<file path="src/msb_ram.sv">
// Single-write, dual-read synchronous memory with registered read data.
// Holds one sort buffer; depends on nothing.
`default_nettype none

module msb_ram #(
	parameter int unsigned DEPTH = 64,
	parameter int unsigned WIDTH = 32,
	parameter int unsigned AW    = $clog2(DEPTH)
) (
	input  wire logic             clk,
	input  wire logic             we,
	input  wire logic [AW-1:0]    waddr,
	input  wire logic [WIDTH-1:0] wdata,
	input  wire logic [AW-1:0]    raddr_a,
	input  wire logic [AW-1:0]    raddr_b,
	output logic      [WIDTH-1:0] rdata_a,
	output logic      [WIDTH-1:0] rdata_b
);

	logic [WIDTH-1:0] mem_q [DEPTH];

	always_ff @(posedge clk) begin
		if (we) begin
			mem_q[waddr] <= wdata;
		end
		rdata_a <= mem_q[raddr_a];
		rdata_b <= mem_q[raddr_b];
	end

endmodule

`default_nettype wire

</file>
<file path="config.mk">
export PLATFORM = sky130hd
export DESIGN_NAME = msb_ram
export DESIGN_NICKNAME = d
export VERILOG_FILES = /design/src/msb_ram.sv
export SDC_FILE = /design/constraint.sdc
export NUM_CORES = 2
export LEC_CHECK = 0
export BUFFER_PORTS_ARGS = -buffer_cell sky130_fd_sc_hd__buf_2
export CORE_MARGIN = 1.5
export CORE_UTILIZATION = 55
export CTS_CLUSTER_DIAMETER = 150
export DETAILED_ROUTE_END_ITERATION = 7
export GPL_ROUTABILITY_DRIVEN = 0
export PLACE_DENSITY = 0.8
export RECOVER_POWER = 25
export SYNTH_ARGS = -nofsm -noshare
export SYNTH_HDL_FRONTEND = slang
export SYNTH_SLANG_ARGS = --single-unit
</file>
<file path="constraint.sdc">
create_clock -name clk -period 4.7 [get_ports clk]
set_input_delay 0 -clock clk [delete_from_list [all_inputs] [get_ports clk]]
set_output_delay 0 -clock clk [all_outputs]
set_load 0.01 [all_outputs]
</file>
==> impl_metrics.env <==
export IMPL_grt_pass1_wl_um=403000
export IMPL_postPlaceCellArea_um2=99800
export IMPL_crit_type="flop to flop"
export IMPL_outcome="finished, violations left"
export IMPL_fillCellCount=11100
export IMPL_syn_area_per_cell_um2=21.7
export IMPL_synth_cells=4412
export IMPL_drt_pre_antenna_iters=6
export IMPL_drive_above_1_share_pct=37.4
export IMPL_cts_buffers=201
export IMPL_drt_wirelength_per_cell_um=40.4
export IMPL_grt_max_degree=80
export IMPL_fin_crit_sh_pct=61.0
export IMPL_drc=0
export IMPL_drtIter0Drc=9933
export IMPL_viasPerCell=7.60
export IMPL_crit_family="buffers and inverters"
export IMPL_num_rows=152
export IMPL_dp_hpwl_um=169000
export IMPL_violations="capacitance limit, slew limit"
export IMPL_hold_viol=0
export IMPL_powerDensity_nw_per_um2=381
export IMPL_critPathBufInv=2
export IMPL_clkLatencyLatePin_ns=0.86
export IMPL_ctsRootBufferMaster="clkbuf_16"
export IMPL_grt_usage_pct=32.9
export IMPL_clockBufferDepth=3
export IMPL_async_flop_share_pct=0
export IMPL_die_x_um=420
export IMPL_die_area_um2=176000
export IMPL_worstSetupEndpointType="flop"
export IMPL_antenna_found_initial=24
export IMPL_path_max_fanout=2
export IMPL_rrSetupSlack_ns=1.83
export IMPL_cts_resized=0
export IMPL_min_from="waddr[0]"
export IMPL_path_cells="mux4_2 -> mux4_2 -> nand3b_1 -> dlygate4sd3_1 -> nand3_1 -> dlygate4sd3_1"
export IMPL_crit_slowest_cell="dlygate4sd3_1"
export IMPL_timing_hold_ws_ns=0.0589
export IMPL_rsz0062_at_grt="no"
export IMPL_cts_hold_buf=44
export IMPL_worstHoldPathType="input pin to flop"
export IMPL_layout_min_cycle_time_ns=2.87
export IMPL_vias=54000
export IMPL_core_area_um2=172000
export IMPL_finClkSkew_ns=0.0331
export IMPL_required_ns=5.44
export IMPL_ir_drop_mv=0.416
export IMPL_leakage_nw=33.4
export IMPL_synth_area_leaders="edfxtp_1 64%, mux4_2 26%, mux2i_1 2.1%"
export IMPL_layout_setup_ws_ns=1.83
export IMPL_r2r_start="mem_q[23][6]"
export IMPL_design_portCount=116
export IMPL_clkTransAtPathRegs_ns=0.06
export IMPL_cts_sinks=2112
export IMPL_setup_viol=0
export IMPL_htreeDepth=4
export IMPL_cap_violations=22
export IMPL_port_buffers=115
export IMPL_synthesis_nets=4464
export IMPL_die_h_um=420
export IMPL_startpoint_type="flop"
export IMPL_yosysTopAreaCell="edfxtp_1"
export IMPL_ant_nets=0
export IMPL_totalWireLength_um=287000
export IMPL_synth_ff_type="edfxtp_1"
export IMPL_grt_overflow=0
export IMPL_area_growth_pct=11.6
export IMPL_pre_cts_ws_ns=1.51
export IMPL_finalMaxSlewViolations=1430
export IMPL_nNetsFinal=4666
export IMPL_startpoint="mem_q[23][6]"
export IMPL_ys_seq_elements=2112
export IMPL_cp_arrival_ns=3.61
export IMPL_synth_edf_count=2048
export IMPL_stdcell_area_um2=107000
export IMPL_initial_core_util_pct=55.6
export IMPL_clock_fmax_mhz=349
export IMPL_relSlewSlack_pct=-106
export IMPL_cts_setup_buffers=0
export IMPL_synth_cell_type_count=38
export IMPL_cts_tree="built"
export IMPL_syn_cell_area_um2=95700
export IMPL_first_global_vias=54200
export IMPL_setup_tns_final_ns=0
export IMPL_worst_pin_slew_ns=3.08
export IMPL_netlist_area_leader_share_pct=64.3
export IMPL_synth_seq_area_share_pct=65.6
export IMPL_yosys_warnings=0
export IMPL_critPathMaxStageDelay_ns=0.57
==> cell families after synthesis <==
kind of cell | count (synthesis) | synth area share (%)
AO/OA/AOI/OAI | 340 | 2.39
buffers and inverters | 348 | 1.83
flip-flops | 2112 | 65.6
multiplexers | 1364 | 29.0
AND/OR/NAND/NOR | 248 | 1.13
==> path summary, 6_finish.rpt <==
path	end	cells past startpoint
setup / recovery	rdata_a[6]	6
hold / removal	mem_q[53][7]	3
setup reg to reg	rdata_a[6]	6
hold reg to reg	rdata_b[9]	4
==> flip-flops by register name, summed over array words and instances, names as in the netlist <==
signal and count:
rdata_b 32, mem_q 2048, rdata_a 32
==> per-layer routing <==
metal  vias to the layer above  global-route usage (%)  part of all wire (%)
met2                      5148                    49.3                    46
met4                        14                    16.7                   6.1
met3                       990                    11.2                    16
met1                     27900                    43.4                    32
li1                      19900                       -                     -
met5                         -                       0                 0.034
==> area by class of cell <==
cell class	count	area, um^2	share of cell area [%]
clock inverters	86	891	0.835
diodes	14	35.0	0.0328
flip-flops and latches	2112	62800	58.8
repair buffers	346	2880	2.69
well taps	2310	2890	2.71
clock buffers	291	5630	5.27
inverters	1	3.75	0.00352
multi-input cells	1952	31600	29.6
==> worst register-to-register path, cell delays in order, from the launching register on <==
cell and delay [ns]:
edfxtp_1 0.42, mux4_2 0.52, mux4_2 0.50, nand3b_1 0.10, dlygate4sd3_1 0.55, nand3_1 0.08, dlygate4sd3_1 0.57
==> stage by stage <==
step | power, mW | instances | util [%]
2_1_floorplan | 23.3 | 4412 | -
3_3_place_gp | 24.6 | 6677 | 58.0
3_5_place_dp | 24.7 | 6677 | 58.0
4_1_cts | 40.6 | 7098 | 62.0
5_1_grt | 41.5 | 7106 | 62.0
6_report | 40.7 | 7112 | 62.0
==> synth_stat cells (11+ instances only) <==
| cell type | instances |
|---|---|
| a221oi_1 | 13 |
| buf_1 | 25 |
| nor2b_1 | 19 |
| a211oi_1 | 15 |
| mux2_2 | 36 |
| clkbuf_1 | 135 |
| mux2i_1 | 204 |
| nor2_1 | 94 |
| nand2_1 | 93 |
| o22ai_1 | 56 |
| o211ai_1 | 27 |
| buf_6 | 11 |
| o21ai_0 | 18 |
| dfxtp_1 | 64 |
| buf_2 | 121 |
| o21ai_1 | 31 |
| buf_4 | 55 |
| edfxtp_1 | 2048 |
| o221ai_1 | 16 |
| a21oi_1 | 58 |
| mux4_2 | 1124 |
| a22oi_1 | 85 |
==> report_power, final <==
group / total [mW] / internal [mW] / switching (mW)
sequential: 21.0 / 20.9 / 0.156
clock: 16.2 / 9.23 / 7.02
combinational: 3.42 / 1.40 / 2.02
total: 40.7 / 31.5 / 9.20
==> placed cells by master, fill, tap and decap left out, drive strengths merged <==
cell	n
edfxtp	2048
mux4	1124
clkbuf	313
buf	280
mux2i	204
nor2	94
nand2	93
a22oi	85
dfxtp	64
clkinv	60
a21oi	58
o22ai	56
o21ai	49
dlygate4sd3	44
mux2	36
o211ai	27
nor2b	19
bufinv	17
o221ai	16
a211oi	15
diode	14
a221oi	13
nand3	9
a32oi	9
o32a	9
nand2b	8
nand3b	6
inv	6
and2	6
clkinvlp	4
or2	3
nor3	3
or3b	2
nand4	2
or3	2
nand4b	1
a21boi	1
o41ai	1
o211a	1
(Power assumes the default switching activity.)
