## src/msb_pkg.sv

```systemverilog
// Shared types and constants of the merge sort batch block.
// Used by the sequencer and the top level; depends on nothing.
`default_nettype none

package msb_pkg;

	localparam int unsigned PORT_BITS = 32;

	typedef enum logic [3:0] {
		ST_LOAD  = 4'b0001,
		ST_SETUP = 4'b0010,
		ST_MERGE = 4'b0100,
		ST_OUT   = 4'b1000
	} msb_state_t;

	typedef struct packed {
		logic wr_store;
		logic wr_buf;
		logic src_buf;
	} msb_memctl_t;

endpackage

`default_nettype wire

```

## src/msb_seq.sv

```systemverilog
// Sequencer of the merge sort: loads the batch, runs the bottom-up merge passes
// between the two buffers and reads the sorted result out. Depends on msb_pkg.
`default_nettype none

module msb_seq #(
	parameter int unsigned MAX_ITEMS  = 64,
	parameter int unsigned VALUE_BITS = 32,
	parameter int unsigned AW         = $clog2(MAX_ITEMS)
) (
	input  wire logic                  clk,
	input  wire logic                  arst_n,
	input  wire logic                  start,
	input  wire logic                  last,
	input  wire logic [VALUE_BITS-1:0] in_value,
	input  wire logic [VALUE_BITS-1:0] head_a,
	input  wire logic [VALUE_BITS-1:0] head_b,
	output logic                       busy,
	output msb_pkg::msb_memctl_t       ctl,
	output logic      [AW-1:0]         wr_addr,
	output logic      [VALUE_BITS-1:0] wr_data,
	output logic      [AW-1:0]         rd_addr_a,
	output logic      [AW-1:0]         rd_addr_b,
	output logic                       res_valid,
	output logic                       res_last,
	output logic                       res_ovf
);

	import msb_pkg::*;

	localparam int unsigned CW = $clog2(MAX_ITEMS + 1);
	localparam int unsigned SW = CW + 2;

	msb_state_t    state_q, state_d;
	logic [CW-1:0] cnt_q, cnt_d;
	logic          ovf_q, ovf_d;
	logic [CW-1:0] w_q, w_d;
	logic [CW-1:0] k_q, k_d;
	logic [CW-1:0] a_q, a_d;
	logic [CW-1:0] b_q, b_d;
	logic [CW-1:0] mid_q, mid_d;
	logic [CW-1:0] hi_q, hi_d;
	logic          src_q, src_d;

	logic          accept;
	logic          full;
	logic [CW-1:0] n_close;
	logic          a_ok;
	logic          b_ok;
	logic          take_a;
	logic [CW-1:0] k_inc;
	logic [CW-1:0] out_inc;

	function automatic logic [CW-1:0] clamp_n(input logic [SW-1:0] x, input logic [CW-1:0] n);
		logic [CW-1:0] r;
		if (x >= SW'(n)) begin
			r = n;
		end else begin
			r = x[CW-1:0];
		end
		return r;
	endfunction

	assign busy    = (state_q != ST_LOAD);
	assign accept  = start && !busy;
	assign full    = (cnt_q == CW'(MAX_ITEMS));
	assign n_close = full ? cnt_q : cnt_q + CW'(1);
	assign a_ok    = (a_q < mid_q);
	assign b_ok    = (b_q < hi_q);
	assign take_a  = a_ok && (!b_ok || (head_a <= head_b));
	assign k_inc   = k_q + CW'(1);
	assign out_inc = a_q + CW'(1);

	assign res_valid = (state_q == ST_OUT);
	assign res_last  = (state_q == ST_OUT) && (out_inc == cnt_q);
	assign res_ovf   = ovf_q;
	assign rd_addr_a = a_d[AW-1:0];
	assign rd_addr_b = b_d[AW-1:0];

	always_comb begin
		state_d = state_q;
		cnt_d   = cnt_q;
		ovf_d   = ovf_q;
		w_d     = w_q;
		k_d     = k_q;
		a_d     = a_q;
		b_d     = b_q;
		mid_d   = mid_q;
		hi_d    = hi_q;
		src_d   = src_q;
		ctl     = '0;
		ctl.src_buf = src_q;
		wr_addr = cnt_q[AW-1:0];
		wr_data = in_value;
		case (state_q)
			ST_LOAD: begin
				if (accept) begin
					if (full) begin
						ovf_d = 1'b1;
					end else begin
						ctl.wr_store = 1'b1;
						cnt_d = cnt_q + CW'(1);
					end
					if (last) begin
						cnt_d   = n_close;
						w_d     = CW'(1);
						src_d   = 1'b0;
						state_d = ST_SETUP;
					end
				end
			end
			ST_SETUP: begin
				k_d = '0;
				a_d = '0;
				if (w_q >= cnt_q) begin
					state_d = ST_OUT;
				end else begin
					mid_d   = w_q;
					hi_d    = clamp_n(SW'(w_q) << 1, cnt_q);
					b_d     = w_q;
					state_d = ST_MERGE;
				end
			end
			ST_MERGE: begin
				wr_addr      = k_q[AW-1:0];
				wr_data      = take_a ? head_a : head_b;
				ctl.wr_store = src_q;
				ctl.wr_buf   = !src_q;
				k_d          = k_inc;
				if (k_inc == hi_q) begin
					if (hi_q == cnt_q) begin
						w_d     = clamp_n(SW'(w_q) << 1, cnt_q);
						src_d   = !src_q;
						state_d = ST_SETUP;
					end else begin
						mid_d = clamp_n(SW'(hi_q) + SW'(w_q), cnt_q);
						hi_d  = clamp_n(SW'(hi_q) + (SW'(w_q) << 1), cnt_q);
						a_d   = hi_q;
						b_d   = clamp_n(SW'(hi_q) + SW'(w_q), cnt_q);
					end
				end else begin
					a_d = a_q + CW'(take_a);
					b_d = b_q + CW'(!take_a);
				end
			end
			ST_OUT: begin
				a_d = out_inc;
				if (res_last) begin
					cnt_d   = '0;
					ovf_d   = 1'b0;
					state_d = ST_LOAD;
				end
			end
			default: begin
				state_d = ST_LOAD;
			end
		endcase
	end

	always_ff @(posedge clk or negedge arst_n) begin
		if (!arst_n) begin
			state_q <= ST_LOAD;
			cnt_q   <= '0;
			ovf_q   <= 1'b0;
			w_q     <= '0;
			k_q     <= '0;
			a_q     <= '0;
			b_q     <= '0;
			mid_q   <= '0;
			hi_q    <= '0;
			src_q   <= 1'b0;
		end else begin
			state_q <= state_d;
			cnt_q   <= cnt_d;
			ovf_q   <= ovf_d;
			w_q     <= w_d;
			k_q     <= k_d;
			a_q     <= a_d;
			b_q     <= b_d;
			mid_q   <= mid_d;
			hi_q    <= hi_d;
			src_q   <= src_d;
		end
	end

endmodule

`default_nettype wire

```

## config.mk

```make
export PLATFORM = sky130hd
export DESIGN_NAME = msb_seq
export DESIGN_NICKNAME = d
export VERILOG_FILES = /design/src/msb_pkg.sv /design/src/msb_seq.sv
export SDC_FILE = /design/constraint.sdc
export NUM_CORES = 1
export LEC_CHECK = 0
export BUFFER_PORTS_ARGS = -buffer_cell sky130_fd_sc_hd__buf_2
export CAP_MARGIN = 30
export CORE_UTILIZATION = 45
export DETAILED_ROUTE_END_ITERATION = 16
export HOLD_SLACK_MARGIN = 0.15
export PLACE_DENSITY = 0.67
export SETUP_SLACK_MARGIN = 0.02
export SLEW_MARGIN = 20
export SYNTH_ARGS = -nofsm -noshare
export SYNTH_HDL_FRONTEND = slang
export SYNTH_SLANG_ARGS = --single-unit
export TNS_END_PERCENT = 30
```

## constraint.sdc

```tcl
create_clock -name clk -period 7 [get_ports clk]
set_input_delay 0.35 -clock clk [delete_from_list [all_inputs] [get_ports clk]]
set_output_delay 0.35 -clock clk [all_outputs]
set_load 0.02 [all_outputs]
```

==> out/qor.yml, run 1 <==
synth:
  synth_nets: 1066
  async_flop_share: 1.00
  ys_warn_count: 0
  yosysUniqueCellTypes: 73
  synth_area_leaders: "dfrtp_1, ha_1, o21ai_0"
  ys_seq_area_frac: 0.205
  syn-mean-instance-area_um2: 7.70
  ys_top_cells_by_count: "ha_1, nor2_1, inv_1, o21ai_0, nand3_1"
  synth_ff_type: "dfrtp_1"
  synthCells: 873
  syn_area_um2: 6720
  ys_ff_latch: 55
  post-synth-top-count-cell: "ha_1"
  synth_top_area_share: 0.201
  synth_edf_count: 0
  synth.largest_area_cell: "dfrtp_1"
setup_path:
  path_max_fanout: 9
  r2r_setup_slack_ps: 3170
  start_kind: "register"
  crit_required_ps: 6650
  crit_type: "reg -> out"
  rr_worst_depth: 12
  cp-endpoint: "rd_addr_b[4]"
  cp-end-kind: "output port"
  r2r-start: "w_q[1]"
  r2r-end: "b_q[6]"
  setup.worst_path.start: "w_q[1]"
  cp.arrival_ps: 4150
floorplan:
  die_w_um: 124
  fp.dieH_um: 124
  start_util: 0.462
  core_area_um2: 14500
  die-area_um2: 15400
  io_pins: 157
  fp-row-count: 44
placed_design:
  pre_cts_slack_ps: 2810
  dp.cells: 1154
  gp_congestion: 0.915
  dp_hpwl_um: 15700
  io_buffer_count: 156
clocking:
  ctsRootBufferMaster: "clkbuf_16"
  clkTransAtPathRegs_ps: 80
  clock_path_buffers: 2
  numCtsBuffers: 5
  cts_resized: 0
  clock_latency_ps: 310
  cts_sinks: 55
  post_cts_buffers: 0
  cts.hold.buffers_added: 0
  htreeDepth: 2
  cts_tree: "yes"
sta:
  slew_viol_final: 0
  skew_ps: 9.37
  rsz0062_at_grt: "false"
  tightest_slew_ps: 950
  setup_violations: 0
  setup_ws_ps: 2500
  max_freq_mhz: 222
  hold_slack_ps: 203
  timing.final.crit_share: 0.643
  final.setup.tns_ps: 0
  finalCriticalPeriod_ps: 4500
  finalHoldViolations: 0
  max_slew_margin: 0.363
power_and_ir_drop:
  ir_drop_uv: 274
  switchingPower_uw: 1250
  clkPwrFrac: 0.114
  comb_power_share: 0.629
  p_seq_frac: 0.257
  p_per_area_nw_per_um2: 315
  netSwitchingFraction: 0.517
  power_leakage_uw: 0.00370
  intPower_uw: 1170
global_routing:
  grt_max_degree: 56
  grt_pass1_wl_um: 34500
  grt_overflow: 0
  gr-usage-all-layers: 0.273
  grt_antenna_before_repair: 0
  first_global_vias: 6603
hold_path:
  min_path_type: "in -> async"
finish:
  layout.area.seq_um2: 1380
  layout-drive-gt1-share: 0.196
  nets: 1171
  antenna_cells: 0
  areaGrowthSynthToFinish_pct: 13.8
  multi_input_area_um2: 4770
  post-route-util: 0.526
  post_layout_nonfiller_instances: 1163
  fill_cells: 1506
status:
  status: "completed"
drt:
  drc: 0
  viasPerCell: 6.03
  dr.first_iter.drc_count: 541
  first_pass_iters: 5
  totalWireLength_um: 20900
  vias: 7014
  wl_per_cell_um: 18.0
  drt.antenna.violating_nets: 0
flow_run:
  drv_cap: 0
-- placed cells by master, fill, tap and decap left out, drive strengths merged, types with 14 or more instances in the layout --
| cell type | n |
|---|---|
| mux2i | 14 |
| dfrtp | 54 |
| o21ai | 72 |
| a21oi | 43 |
| nand2 | 57 |
| inv | 68 |
| xnor2 | 28 |
| nand4 | 15 |
| nor2 | 76 |
| ha | 91 |
| nand3 | 59 |
| a31oi | 45 |
| buf | 165 |
-- worst min path at each step --
stage	start	endpoint	slack [ps]	depth (start not counted)
global route	last	state_q[0]	250	2
floorplan	arst_n	a_q[0]	50	0
finish	arst_n	state_q[3]	200	2
detailed placement	mid_q[0]	mid_q[0]	480	1
global placement	res_ovf	res_ovf	470	2
CTS	arst_n	state_q[3]	230	2
-- state kept, by name, indices dropped and copies added (netlist names), 4 cells and up --
register / cells
a_q: 7
b_q: 7
cnt_q: 7
hi_q: 7
k_q: 7
mid_q: 7
w_q: 7
state_q: 4
-- cells by family (layout without fill, tap and decap cells) --
kind of cell | count (synthesis) | after routing | synth area share
AO/OA/AOI/OAI | 260 | 260 | 0.250
XOR/XNOR | 43 | 43 | 0.0601
adder cells (fa/ha/maj) | 93 | 93 | 0.175
buffers and inverters | 135 | 241 | 0.0864
flip-flops | 55 | 55 | 0.205
multiplexers | 18 | 18 | 0.0276
AND/OR/NAND/NOR | 269 | 269 | 0.195
-- routing by layer --
layer | share of wire | wire (um) | GRT usage | vias up
met2 | 0.45 | 9460 | 0.431 | 286
met1 | 0.45 | 9480 | 0.392 | 3310
met5 | 0 | 0 | 0 | -
met3 | 0.069 | 1450 | 0.0297 | 41
li1 | - | - | - | 3377
met4 | 0.024 | 510 | 0.0787 | 0
-- power groups by stage --
stage	clock network (uW)	registers [uW]	logic, uW
after CTS	279	610	1490
after detailed placement	0	616	1480
after global placement	0	617	1460
final	276	619	1520
after global routing	290	631	1690
after floorplan	0	487	1200
-- critical path, stage by stage (launching register included) --
cell and delay (ps):
dfrtp_1 560, inv_1 180, fa_1 500, nor2b_1 130, o21a_1 170, o21a_1 150
o311ai_0 190, ha_1 370, o2111ai_1 100, or3_1 410, o211ai_2 220, mux2_2 410
a211o_1 280, buf_2 170
-- area by class of cell --
class | count | area share
clock buffers | 8 | 0.0204
inverters | 68 | 0.0334
multi-input cells | 683 | 0.624
flip-flops and latches | 55 | 0.180
well taps | 184 | 0.0301
repair buffers | 165 | 0.112
-- through the flow --
step / power [uW] / instance area (um2)
2_1_floorplan: 1690 / 6720
3_3_place_gp: 2080 / 7480
3_5_place_dp: 2100 / 7480
4_1_cts: 2380 / 7630
5_1_grt: 2610 / 7650
6_report: 2410 / 7650
No activity file was read; power rests on OpenSTA's default activity.
==> run 2, diff against run 1 <==
==> constraint.sdc (replaced) <==
create_clock -name clk -period 4.4 [get_ports clk]
set_input_delay 0.22 -clock clk [delete_from_list [all_inputs] [get_ports clk]]
set_output_delay 0.22 -clock clk [all_outputs]
set_load 0.02 [all_outputs]
==> run 2 against run 1 <==
  * Die area did not move
  * Critical path type unchanged
  * Cell area rose by 1.9%
  * Register-to-register slack got worse by 2400 ps
  * Highest routed layer unchanged
  * Critical path depth rose by 1
  * Worst hold slack improved by 290 ps
  * Critical endpoint is now rd_addr_b[0]
  * First-iteration DRC count rose by 6.3%
  * Via count fell by 0.94%
  * Clock power rose by 60%
  * Sequential share of layout area fell by 0.31 points
  * Clock skew rose by 1.2 ps
  * Sequential cell count did not move
  * Utilization rose by 1.0 points
==> out/qor.yml, run 2 (synthesized netlist as in run 1, its figures left out) <==
finish:
  fill_cells: 1460
  final_area_um2: 7800
  multi_input_area_um2: 4780
  mostFrequentLayoutCells: "buf_2, ha_1, nor2_1, inv_1, o21ai_0"
  antenna_cells: 0
  layout.area.seq_um2: 1380
  layout_commonest_cell: "buf_2"
  areaGrowthSynthToFinish_pct: 16.0
  post-route-util: 0.537
  layout-drive-gt1-share: 0.209
  nets: 1187
global_routing:
  gr-usage-all-layers: 0.277
  grt_antenna_before_repair: 0
  grt_pass1_wl_um: 34600
  first_global_vias: 6430
  grt_max_degree: 87
  grt_overflow: 0
sta:
  skew_ps: 10.6
  tightest_slew_ps: 967
  timing.final.crit_share: 0.943
  max_slew_margin: 0.354
  rsz0062_at_grt: "false"
  setup_violations: 0
  max_freq_mhz: 241
  slew_viol_final: 0
  final.setup.tns_ps: 0
  finalCriticalPeriod_ps: 4150
  finalHoldViolations: 0
floorplan:
  die-area_um2: 15400
  fp.dieH_um: 124
  start_util: 0.462
  core_area_um2: 14500
  fp-row-count: 44
  io_pins: 157
  die_w_um: 124
setup_path:
  max_stage_delay_ps: 460
  crit_required_ps: 4180
  critPathSlowestCell: "dfrtp_2"
  path_max_fanout: 7
  crit_type: "reg -> out"
  start_kind: "register"
  cp.arrival_ps: 3930
  crit_chain: "ha_1, inv_1, fa_1, nor2b_1, o21a_1, o21a_1, o311ai_0, ha_1, a211oi_1, o211ai_4, mux2i_1, a22o_1, a221o_1, buf_2"
  cp-end-kind: "output port"
power_and_ir_drop:
  power_uw: 3900
  p_per_area_nw_per_um2: 500
  power_leakage_uw: 0.00378
  ir_drop_uv: 381
placed_design:
  gp_congestion: 0.962
  dp_hpwl_um: 16100
  post_dp_cell_area_um2: 7600
  io_buffer_count: 156
drt:
  drt.antenna.violating_nets: 0
  wl_per_cell_um: 18.0
  dr.first_iter.drc_count: 575
  viasPerCell: 5.89
  vias: 6948
  first_pass_iters: 7
  drc: 0
  totalWireLength_um: 21200
clocking:
  clkTransAtPathRegs_ps: 70
  clock_latency_ps: 310
  ctsRootBufferMaster: "clkbuf_16"
  htreeDepth: 2
  cts_tree: "yes"
  numCtsBuffers: 5
  cts_sinks: 55
  post_cts_buffers: 0
  clock_path_buffers: 2
hold_path:
  min_path_type: "in -> reg"
status:
  status: "completed"
flow_run:
  drv_cap: 0
[run 2: per-layer routing]
layer / track usage / vias to the layer above / routed length, um
met3: 0.0409 / 21 / 1530
li1: - / 3406 / -
met1: 0.392 / 3284 / 9440
met4: 0.0595 / 0 / 320
met5: 0 / - / 0
met2: 0.444 / 237 / 9960
[run 2: power breakdown]
part	switching, uW	internal [uW]	leakage (uW)
logic	1500	1030	0.00299
clock network	198	244	0.0000772
registers	292	633	0.000706
[run 2: through the flow]
stage	worst slack (ps)	instances	hold WS [ps]
finish	252	1179	491
global route	20.1	1179	530
CTS	187	1178	491
detailed placement	541	1168	422
global placement	633	1168	417
floorplan	858	873	-75.6
[run 2: worst max-delay path: cells and delay by family (launching register included)]
kind	cells	cell delay, ps
flip-flops	1	460
buffers and inverters	2	240
AO/OA/AOI/OAI	7	1930
multiplexers	1	160
AND/OR/NAND/NOR	1	60
adder cells (fa/ha/maj)	3	780
[run 2: final cells by class]
type                            count  area share
Clock buffer                        8      0.0201
Inverter                           68      0.0327
Multi-Input combinational cell    683       0.613
Sequential cell                    55       0.177
Tap cell                          184      0.0295
Timing Repair Buffer              181       0.127
[run 2: final timing paths]
kind	from	to	slack [ps]	cells after the start
worst max register to register	w_q[0]	b_q[6]	780	13
worst min-delay path	start	state_q[0]	490	3
worst min register to register	mid_q[0]	mid_q[0]	500	1
max in group asynchronous	arst_n	w_q[0]	3240	3
min in group asynchronous	arst_n	cnt_q[2]	600	3
worst max-delay path	w_q[0]	rd_addr_b[0]	250	14
[run 2: what timing repair did]
action,in CTS,in global routing
resized for setup,0,3
setup endpoints to repair,0,4
hold buffers,2,0
hold endpoints to repair,55,0
==> run 3, diff against run 2 <==
--- a/config.mk
+++ b/config.mk
@@ -5,12 +5,13 @@
 export SDC_FILE = /design/constraint.sdc
 export NUM_CORES = 1
 export LEC_CHECK = 0
+export ABC_AREA = 1
 export BUFFER_PORTS_ARGS = -buffer_cell sky130_fd_sc_hd__buf_2
 export CAP_MARGIN = 30
 export CORE_UTILIZATION = 45
 export DETAILED_ROUTE_END_ITERATION = 16
 export HOLD_SLACK_MARGIN = 0.15
-export PLACE_DENSITY = 0.67
+export PLACE_DENSITY = 0.66
 export SETUP_SLACK_MARGIN = 0.02
 export SLEW_MARGIN = 20
 export SYNTH_ARGS = -nofsm -noshare
==> run 3 against run 2 <==
  * Cell area increased by 4.9%
  * First-iteration DRC count decreased by 13%
  * Count of clock-buffer cells in the layout is 3 lower
  * Area after synthesis grew 6.6%
  * Worst setup slack better by 160 ps
  * Critical path depth grew 5
  * Sequential cell count unchanged
  * Synthesized cell count grew 28%
  * Non-clock buffer count decreased by 12
  * Largest power group unchanged
==> out/qor.yml, run 3 <==
drt:
  first_pass_iters: 5
  dr.first_iter.drc_count: 500
  drc: 0
  totalWireLength_um: 23700
  wl_per_cell_um: 16.3
  drt.antenna.violating_nets: 0
  viasPerCell: 5.43
  vias: 7892
setup_path:
  path_max_fanout: 8
  cp-end-kind: "output port"
  crit_type: "reg -> out"
  crit_required_ps: 4180
  cp.arrival_ps: 3770
  start_kind: "register"
global_routing:
  gr-usage-all-layers: 0.293
  first_global_vias: 7349
  grt_pass1_wl_um: 37700
  grt_max_degree: 56
  grt_overflow: 0
  grt_antenna_before_repair: 0
finish:
  layout_commonest_cell: "nand2_1"
  post-route-util: 0.532
  nets: 1434
  mostFrequentLayoutCells: "nand2_1, buf_2, inv_1, o21ai_0, ha_1"
  antenna_cells: 0
  post_layout_nonfiller_instances: 1453
  layout-drive-gt1-share: 0.177
  areaGrowthSynthToFinish_pct: 14.2
floorplan:
  die_w_um: 128
  fp.dieH_um: 128
  io_pins: 157
  fp-row-count: 45
  die-area_um2: 16400
  start_util: 0.466
  core_area_um2: 15400
power_and_ir_drop:
  p_per_area_nw_per_um2: 737
  comb_power_share: 0.778
  clkPwrFrac: 0.070
  p_seq_frac: 0.152
  netSwitchingFraction: 0.611
  power_leakage_uw: 0.00455
  switchingPower_uw: 3680
  ir_drop_uv: 557
  intPower_uw: 2350
clocking:
  cts_tree: "yes"
  clock_latency_ps: 310
  clkTransAtPathRegs_ps: 70
  htreeDepth: 2
  cts_sinks: 55
  ctsRootBufferMaster: "clkbuf_16"
  post_cts_buffers: 0
  clock_path_buffers: 2
  numCtsBuffers: 5
synth:
  synth_nets: 1307
  synth_area_leaders: "dfrtp_1, nand2_1, ha_1"
  ys_ff_latch: 55
  yosysUniqueCellTypes: 48
  ys_top_cells_by_count: "nand2_1, inv_1, o21ai_0, ha_1, a21oi_1"
  syn_area_um2: 7160
  synth.largest_area_cell: "dfrtp_1"
  synthCells: 1114
  ys_warn_count: 0
  synth_top_area_share: 0.189
  synth_edf_count: 0
  synth_ff_type: "dfrtp_1"
  ys_seq_area_frac: 0.192
  syn-mean-instance-area_um2: 6.43
  async_flop_share: 1.00
  post-synth-top-count-cell: "nand2_1"
sta:
  slew_viol_final: 0
  timing.final.crit_share: 0.906
  tightest_slew_ps: 924
  final.setup.tns_ps: 0
  setup_violations: 0
  max_slew_margin: 0.381
  finalHoldViolations: 0
  max_freq_mhz: 251
  skew_ps: 10.3
  rsz0062_at_grt: "false"
  finalCriticalPeriod_ps: 3990
placed_design:
  dp_hpwl_um: 17900
  gp_congestion: 0.917
  dp.cells: 1444
  io_buffer_count: 156
flow_run:
  drv_cap: 0
hold_path:
  min_path_type: "in -> reg"
status:
  status: "completed"
run 3: power by group through the flow:
stage,combinational (uW),sequential (uW),clock (uW)
final,4690,914,423
after global routing,5320,937,437
after CTS,4630,904,426
after detailed placement,4610,913,0
after global placement,4580,909,0
after floorplan,3530,823,0
run 3: cells by family (layout without fill, tap and decap cells):
group | after synthesis | count (layout) | synth area share
AOI/OAI and AO/OA | 232 | 232 | 0.179
buffers and inverters | 198 | 326 | 0.116
xor gates and xnor gates | 25 | 25 | 0.0306
and+or+nand+nor | 511 | 511 | 0.318
DFF | 55 | 55 | 0.192
adders and majority gates | 93 | 93 | 0.165
run 3: what timing repair did:
action | 4_1_cts | 5_1_grt
hold buffers | 1 | 0
gates resized for setup | 0 | 1
hold endpoints to repair | 54 | 0
setup endpoints to repair | 0 | 6
run 3: layout make-up:
type                       instances  area, um2
fill                            1627       7190
multi-input combinational        861       4950
sequential                        55       1380
timing repair buffer             169        881
inverter                         149        564
tap                              211        264
clock buffer                       5        125
clock inverter                     3       15.0
run 3: critical path: stages, from the launching register on:
cell,delay [ps]
dfrtp_1,530
inv_1,190
fa_1,490
nand3b_1,170
nand2_1,100
a21oi_1,70
o21bai_1,150
xnor2_1,170
inv_1,70
ha_1,280
inv_1,60
o2111ai_1,130
nor2_2,280
nand2_2,170
nand2_1,110
nand3_1,80
nand2_1,90
nand2_1,50
nand3_1,80
buf_2,190
run 3: worst paths after layout:
kind                                from            to  slack (ps)  cells past startpoint
worst min register to register  mid_q[6]      mid_q[6]         480                      2
min in group asynchronous         arst_n      cnt_q[2]         600                      3
worst max register to register    w_q[2]       hi_q[4]         940                     16
max in group asynchronous         arst_n       hi_q[5]        3270                      3
worst max-delay path              w_q[1]  rd_addr_b[3]         410                     19
worst min-delay path               start       res_ovf         200                      3
run 3: through the flow:
step / setup WS [ps] / power, uW / cell area, um2 / hold slack (ps)
after global routing: 24.6 / 6690 / 8180 / 235
after detailed placement: 655 / 5530 / 8030 / 432
after CTS: 295 / 5960 / 8180 / 202
after global placement: 738 / 5490 / 8030 / 424
final: 412 / 6030 / 8180 / 199
after floorplan: 1110 / 4350 / 7160 / -75.6
run 3: metal layers:
metal  vias up  global-route usage  wire, um
li1       3925                   -         -
met1      3626               0.399     10800
met2       283               0.465     10600
met3        58              0.0451      1430
met4         0               0.116       871
met5         -                   0         0
